File: src/hw/rtl/modexp_pkg.sv
// Package with widths and register codes of the modular exponentiation block.
package modexp_pkg;

    localparam int DATA_BITS            = 64;
    localparam int DEFAULT_OPERAND_BITS = 64;
    localparam int CFG_INDEX_BITS       = 8;

    localparam logic [CFG_INDEX_BITS-1:0] REG_MODULUS  = CFG_INDEX_BITS'(0);
    localparam logic [CFG_INDEX_BITS-1:0] REG_EXPONENT = CFG_INDEX_BITS'(1);

endpackage

File: src/hw/rtl/modexp_mulmod.sv
// Bit-serial modular multiplier: one multiplier bit per cycle, double-and-add reduction.
module modexp_mulmod import modexp_pkg::*; #(
    parameter int OPERAND_BITS = DEFAULT_OPERAND_BITS
) (
    input  logic                    aclk,
    input  logic                    aresetn,
    input  logic                    start,
    input  logic [OPERAND_BITS-1:0] op_a,
    input  logic [OPERAND_BITS-1:0] op_b,
    input  logic [OPERAND_BITS-1:0] modulus,
    output logic                    done,
    output logic [OPERAND_BITS-1:0] product
);

    localparam int W        = OPERAND_BITS + 2;
    localparam int CNT_BITS = $clog2(OPERAND_BITS);

    logic                    busy_reg, busy_next;
    logic                    done_reg, done_next;
    logic [CNT_BITS-1:0]     cnt_reg, cnt_next;
    logic [OPERAND_BITS-1:0] acc_reg, acc_next;
    logic [OPERAND_BITS-1:0] a_reg, a_next;
    logic [OPERAND_BITS-1:0] b_reg, b_next;

    logic [W-1:0] sum;
    logic [W-1:0] mod_one;
    logic [W-1:0] mod_two;
    logic [W-1:0] step;

    // The sum 2*acc + a stays below three times the modulus, so at most two
    // subtractions of the modulus bring it back into range.
    always_comb begin
        mod_one = W'(modulus);
        mod_two = {1'b0, modulus, 1'b0};
        sum     = {1'b0, acc_reg, 1'b0} + (b_reg[OPERAND_BITS-1] ? W'(a_reg) : '0);
        if (sum >= mod_two) begin
            step = sum - mod_two;
        end else if (sum >= mod_one) begin
            step = sum - mod_one;
        end else begin
            step = sum;
        end
    end

    always_comb begin
        busy_next = busy_reg;
        done_next = 1'b0;
        cnt_next  = cnt_reg;
        acc_next  = acc_reg;
        a_next    = a_reg;
        b_next    = b_reg;
        if (start) begin
            busy_next = 1'b1;
            cnt_next  = CNT_BITS'(OPERAND_BITS - 1);
            acc_next  = '0;
            a_next    = op_a;
            b_next    = op_b;
        end else if (busy_reg) begin
            acc_next = step[OPERAND_BITS-1:0];
            b_next   = {b_reg[OPERAND_BITS-2:0], 1'b0};
            cnt_next = cnt_reg - 1'b1;
            if (cnt_reg == '0) begin
                busy_next = 1'b0;
                done_next = 1'b1;
            end
        end
    end

    always_ff @(posedge aclk) begin
        if (!aresetn) begin
            busy_reg <= 1'b0;
            done_reg <= 1'b0;
        end else begin
            busy_reg <= busy_next;
            done_reg <= done_next;
        end
        cnt_reg <= cnt_next;
        acc_reg <= acc_next;
        a_reg   <= a_next;
        b_reg   <= b_next;
    end

    assign done    = done_reg;
    assign product = acc_reg;

endmodule

File: src/hw/rtl/modular_exponentiation_unit.sv
// Modular exponentiation unit: base to a configured exponent, modulo a configured modulus.
// Each item carries one base and yields one residue. The base is first reduced by the
// modulus, then the exponent is scanned from its least significant bit with
// square-and-multiply, all on one bit-serial modular multiplier. An item costs one
// reduction plus one squaring for every exponent bit below the highest set bit and one
// multiplication for every set bit, so at most 2*OPERAND_BITS multiplier passes, one
// multiplier pass for a zero exponent, and none for a modulus below two (which gives a
// residue of zero). The input side is ready only between items; a finished residue
// sits in an output register, so the next item is taken while it waits.
// The user must write configuration through the cfg port (index 0 modulus, 1 exponent)
// only while no item is in flight; the block itself does not enforce it. Bits above
// OPERAND_BITS are ignored.
module modular_exponentiation_unit import modexp_pkg::*; #(
    parameter int OPERAND_BITS = DEFAULT_OPERAND_BITS
) (
    input  logic                      aclk,
    input  logic                      aresetn,
    // Configuration write channel.
    input  logic                      cfg_valid,
    output logic                      cfg_ready,
    input  logic [CFG_INDEX_BITS-1:0] cfg_index,
    input  logic [DATA_BITS-1:0]      cfg_data,
    // Input items.
    input  logic                      s_tvalid,
    output logic                      s_tready,
    input  logic [DATA_BITS-1:0]      s_tdata,   // [63:0] base_value
    // Result items.
    output logic                      m_tvalid,
    input  logic                      m_tready,
    output logic [DATA_BITS-1:0]      m_tdata    // [63:0] residue
);

    localparam int N = OPERAND_BITS;

    typedef enum logic [4:0] {
        S_IDLE   = 5'b00001,
        S_REDUCE = 5'b00010,
        S_MUL    = 5'b00100,
        S_SQR    = 5'b01000,
        S_FINISH = 5'b10000
    } state_t;

    state_t               state_reg, state_next;
    logic                 start_reg, start_next;
    logic [N-1:0]         mod_reg, mod_next;
    logic [N-1:0]         exp_reg, exp_next;
    logic [N-1:0]         e_reg, e_next;
    logic [N-1:0]         sq_reg, sq_next;
    logic [N-1:0]         acc_reg, acc_next;
    logic [DATA_BITS-1:0] res_reg, res_next;
    logic                 out_valid_reg, out_valid_next;

    logic         mul_done;
    logic [N-1:0] mul_product;
    logic [N-1:0] mul_a;
    logic [N-1:0] mul_b;
    logic [N-1:0] e_shift;

    modexp_mulmod #(
        .OPERAND_BITS(N)
    ) u_mulmod (
        .aclk    (aclk),
        .aresetn (aresetn),
        .start   (start_reg),
        .op_a    (mul_a),
        .op_b    (mul_b),
        .modulus (mod_reg),
        .done    (mul_done),
        .product (mul_product)
    );

    // The reduction of the base is a multiplication of one by the base.
    always_comb begin
        case (state_reg)
            S_REDUCE: begin
                mul_a = N'(1);
                mul_b = sq_reg;
            end
            S_MUL: begin
                mul_a = acc_reg;
                mul_b = sq_reg;
            end
            default: begin
                mul_a = sq_reg;
                mul_b = sq_reg;
            end
        endcase
    end

    assign e_shift = {1'b0, e_reg[N-1:1]};

    always_comb begin
        state_next     = state_reg;
        start_next     = 1'b0;
        mod_next       = mod_reg;
        exp_next       = exp_reg;
        e_next         = e_reg;
        sq_next        = sq_reg;
        acc_next       = acc_reg;
        res_next       = res_reg;
        out_valid_next = out_valid_reg;

        if (m_tready) begin
            out_valid_next = 1'b0;
        end

        if (cfg_valid) begin
            if (cfg_index == REG_MODULUS) begin
                mod_next = cfg_data[N-1:0];
            end else if (cfg_index == REG_EXPONENT) begin
                exp_next = cfg_data[N-1:0];
            end
        end

        case (state_reg)
            S_IDLE: begin
                if (s_tvalid) begin
                    e_next   = exp_reg;
                    sq_next  = s_tdata[N-1:0];
                    acc_next = N'(1);
                    if (mod_reg[N-1:1] == '0) begin
                        acc_next   = '0;
                        state_next = S_FINISH;
                    end else begin
                        state_next = S_REDUCE;
                        start_next = 1'b1;
                    end
                end
            end
            S_REDUCE: begin
                if (mul_done) begin
                    sq_next = mul_product;
                    if (e_reg[0]) begin
                        state_next = S_MUL;
                        start_next = 1'b1;
                    end else if (e_reg != '0) begin
                        state_next = S_SQR;
                        start_next = 1'b1;
                    end else begin
                        state_next = S_FINISH;
                    end
                end
            end
            S_MUL: begin
                if (mul_done) begin
                    acc_next = mul_product;
                    if (e_shift != '0) begin
                        state_next = S_SQR;
                        start_next = 1'b1;
                    end else begin
                        state_next = S_FINISH;
                    end
                end
            end
            S_SQR: begin
                if (mul_done) begin
                    sq_next = mul_product;
                    e_next  = e_shift;
                    // Only squarings that a higher set bit still needs are issued,
                    // so the shifted exponent is never zero here.
                    if (e_shift[0]) begin
                        state_next = S_MUL;
                    end else begin
                        state_next = S_SQR;
                    end
                    start_next = 1'b1;
                end
            end
            S_FINISH: begin
                if (!out_valid_reg || m_tready) begin
                    res_next       = DATA_BITS'(acc_reg);
                    out_valid_next = 1'b1;
                    state_next     = S_IDLE;
                end
            end
            default: begin
                state_next = S_IDLE;
            end
        endcase
    end

    always_ff @(posedge aclk) begin
        if (!aresetn) begin
            state_reg     <= S_IDLE;
            start_reg     <= 1'b0;
            out_valid_reg <= 1'b0;
            mod_reg       <= N'(2);
            exp_reg       <= N'(1);
        end else begin
            state_reg     <= state_next;
            start_reg     <= start_next;
            out_valid_reg <= out_valid_next;
            mod_reg       <= mod_next;
            exp_reg       <= exp_next;
        end
        e_reg   <= e_next;
        sq_reg  <= sq_next;
        acc_reg <= acc_next;
        res_reg <= res_next;
    end

    assign cfg_ready = 1'b1;
    assign s_tready  = (state_reg == S_IDLE);
    assign m_tvalid  = out_valid_reg;
    assign m_tdata   = res_reg;

endmodule

File: config.mk
export PLATFORM = sky130hd
export DESIGN_NAME = modular_exponentiation_unit
export DESIGN_NICKNAME = d
export VERILOG_FILES = /design/src/hw/rtl/modexp_pkg.sv /design/src/hw/rtl/modexp_mulmod.sv /design/src/hw/rtl/modular_exponentiation_unit.sv
export SDC_FILE = /design/constraint.sdc
export NUM_CORES = 1
export LEC_CHECK = 0
export ABC_AREA = 1
export BUFFER_PORTS_ARGS = -buffer_cell sky130_fd_sc_hd__buf_2
export CELL_PAD_IN_SITES_DETAIL_PLACEMENT = 1
export CELL_PAD_IN_SITES_GLOBAL_PLACEMENT = 1
export CORE_ASPECT_RATIO = 0.6
export CORE_MARGIN = 10
export CORE_UTILIZATION = 40
export CTS_CLUSTER_SIZE = 24
export DETAILED_ROUTE_END_ITERATION = 8
export MAX_ROUTING_LAYER = met4
export PLACE_DENSITY_LB_ADDON = 0.1
export SLEW_MARGIN = 20
export SYNTH_ARGS = -nofsm -noshare
export SYNTH_HDL_FRONTEND = slang
export SYNTH_SLANG_ARGS = --single-unit
File: constraint.sdc
create_clock -name aclk -period 7.5 [get_ports aclk]
set_input_delay 0.375 -clock aclk [delete_from_list [all_inputs] [get_ports aclk]]
set_output_delay 0.375 -clock aclk [all_outputs]
set_load 0.01 [all_outputs]
==> results by group <==
Status
  – Status: finished clean

Clock tree
  – H-tree Lvls: 2
  – Worst-path clk slew: 70 ps
  – CTS tree: done
  – Clock sink total: 591
  – # hold bufs at CTS: 85
  – Clk_lat worst skew: 690 ps
  – Number of CTS-inserted buffers: 57
  – Post-CTS sizing: 0
  – Clk root buf: clkbuf_16
  – # Post-CTS Setup Buffers: 0
  – Maximum clock path buffer count: 3

Timing
  – Total Neg Setup Slack: 0 ps
  – RSZ-0062 raised after global routing: no
  – Final period util: 87.8%
  – Skew final: 45.1 ps
  – Actual slew at the worst max-slew pin: 1200 ps
  – Fin Hold WS: 20.4 ps
  – Post-layout minimum cycle time: 6590 ps
  – Final hold viol count: 0
  – Rel. slew slack: 19.4%
  – Maximum clock frequency: 152 MHz
  – Slew Limit Fails: 0
  – Setup-failing EPs final: 0
  – Setup slack after layout: 914 ps

Cells and area
  – Area Growth Syn to Fin: 14.4%
  – Non-Filler Instances: 7,021
  – Final Net Count: 6,003
  – Fraction of layout cells with a size suffix above 1: 8.82%
  – Post-layout util: 46.2%

Logic synthesis
  – Netlist cell types: 51
  – Mapped Avg Cell Area: 7.26 sq um
  – Number of synthesized register bits: 591
  – Mapped Area: 38,900 sq um
  – Share of the synthesized area in the top cell type: 29.6%
  – Mapped Cells: 5,368
  – Syn. warnings: 0
  – Synth area leader: edfxtp_1
  – Ranking of synthesized cells by area: edfxtp_1 30%, nand2_1 14%, dfxtp_1 11%
  – Sequential element share of the synthesized area: 40.2%
  – Net Count, Synth: 5,705

Power and ir drop
  – P_int: 10,300 uW
  – Sw Pwr: 13,000 uW
  – Clk pwr share: 13.0%
  – Leak: 0.0199 uW
  – Gate power share: 68.1%
  – Reg power frac: 18.9%
  – Sw Ratio: 55.8%
  – Power Dens Cells: 521 nW/um^2
  – Worst VDD drop: 0.374 mV

Routing
  – Antenna viol nets, final: 0
  – Total number of vias: 38,559
  – Pre-antenna DRT Iters: 5
  – Routed vias/inst: 5.49
  – Routed len/inst: 24.8 um
  – Initial DRC Count: 3,610
  – Met1 wire length: 87,200 um
  – Met2 wire length: 68,200 um
  – Max layer used: met4
  – Metal3 WL: 16,400 um
  – DRC viols: 0
  – Routed WL: 174,000 um

GRT
  – First-pass GRT wire length: 252,000 um
  – GRT overflow: 0
  – Largest net degree at the start of global routing: 127
  – Gr usage total: 31.1%
  – Antenna violations before repair: 5
  – Vias in the first global route: 37,231

Placement
  – Number of buffers added on ports: 206
  – Setup WS pre-CTS: 1200 ps
  – Inst Count DP: 6,827
  – Final Wtd Congestion: 1.09
  – Dpl hpwl: 142,000 um

Floorplanning
  – Die area: 111,000 sq um
  – # IOs: 208
  – Die Ht: 262 um
  – Core area: 96,300 sq um
  – Initial Util: 40.4%
  – DIE WIDTH: 423 um
  – Row count: 88

Run
  – Max Cap Viol: 0

Critical path
  – Crit path required time: 8070 ps
  – Slowest CP cell: a21oi_4
  – CP max FO: 55
  – CP Data Arrival Time: 7160 ps
  – CP Launch Type: flip-flop
  – Most Frequent Cell on Critical Path: nand2_1
  – CP endpoint kind: flip-flop
  – Crit Path Category: flip-flop to flip-flop
  – Worst path max stage delay: 780 ps

Worst hold path
  – Hold Path Class: input port to flip-flop
==> synthesized netlist by cell type (all sizes together) <==
| cell | instances |
|---|---|
| nand2 | 1454 |
| nand3 | 271 |
| xor2 | 74 |
| a21o | 15 |
| nand3b | 37 |
| and3 | 4 |
| and2 | 2 |
| clkinv | 1 |
| o21a | 12 |
| nor4 | 34 |
| nor2 | 624 |
| ha | 193 |
| a21oi | 468 |
| fa | 3 |
| buf | 47 |
| a31o | 1 |
| a22o | 63 |
| o22ai | 1 |
| a31oi | 12 |
| nor3 | 51 |
| conb | 1 |
| inv | 711 |
| o21bai | 34 |
| clkbuf | 116 |
| dfxtp | 207 |
| a22oi | 2 |
| o21ai | 413 |
| a41oi | 1 |
| or2 | 7 |
| a211oi | 3 |
| o211ai | 8 |
| a21boi | 9 |
| nand4 | 56 |
| xnor2 | 48 |
| edfxtp | 384 |
| o2111ai | 1 |
==> routing by layer <==
layer	track usage [%]	up-vias
met4	4.22	0
met2	42.0	1255
met5	-	-
li1	-	18278
met3	8.18	140
met1	46.6	18886
==> cells by family after synthesis <==
kind of cell / count (synthesis) / synth area share (%)
AO/OA/AOI/OAI: 1043 / 14.9
buffers and inverters: 875 / 8.82
adder cells (fa/ha/maj): 196 / 6.35
XOR/XNOR: 122 / 2.74
flip-flops: 591 / 40.2
AND/OR/NAND/NOR: 2540 / 27.0
other: 1 / 0.00963
==> layout by cell type, fill, tap and decap left out, drive strengths merged, types with 3 or more instances in the layout <==
cell	instances
nand4	56
nor3	51
dlygate4sd3	85
inv	713
a21boi	9
o21a	12
and3	4
xnor2	48
nand3	271
dfxtp	207
bufinv	5
a31oi	12
nand3b	37
xor2	74
fa	3
a21oi	468
o21ai	413
o211ai	8
o21bai	34
clkinvlp	4
or2	7
clkinv	16
a211oi	3
nor4	34
a22o	63
clkbuf	81
nand2	1454
a21o	15
ha	193
edfxtp	384
nor2	624
buf	317
==> critical path, delay by kind of cell (launching register included) <==
| family | cells | cell delay (ps) |
|---|---|---|
| buffers and inverters | 6 | 900 |
| AO/OA/AOI/OAI | 6 | 2120 |
| adder cells (fa/ha/maj) | 2 | 720 |
| AND/OR/NAND/NOR | 17 | 2240 |
| flip-flops | 1 | 430 |
==> path summary, 6_finish.rpt <==
| kind | end | startpoint | cells past startpoint | slack (ps) |
|---|---|---|---|---|
| hold / removal | mul_b[62] | s_tdata[62] | 3 | 20 |
| setup / recovery | u_mulmod.product[44] | u_mulmod.b_reg[63] | 31 | 910 |
| hold reg to reg | m_tdata[53] | acc_reg[53] | 0 | 450 |
| setup reg to reg | u_mulmod.product[44] | u_mulmod.b_reg[63] | 31 | 910 |
==> per-stage QoR <==
stage	power (uW)	area (sq um)
3_3_place_gp	19500	41800
3_5_place_dp	19600	41800
2_1_floorplan	13500	38900
6_report	23200	44600
5_1_grt	24500	44600
4_1_cts	22700	44500
==> final cells by class <==
type	count	area, sq um
Antenna cell	2	5.00
Clock buffer	81	1570
Sequential cell	591	15700
Multi-Input combinational cell	3902	19900
Clock inverter	26	304
Timing Repair Buffer	402	2770
Fill cell	12156	51800
Inverter	712	2670
Tap cell	1305	1630
==> power groups by stage <==
stage | clock (uW) | combinational (uW) | sequential, uW
2_1_floorplan | 0 | 9240 | 4280
3_3_place_gp | 0 | 15000 | 4460
3_5_place_dp | 0 | 15100 | 4470
4_1_cts | 3050 | 15200 | 4410
5_1_grt | 3190 | 16800 | 4430
6_report | 3010 | 15800 | 4400
No activity file was read; power rests on OpenSTA's default activity.
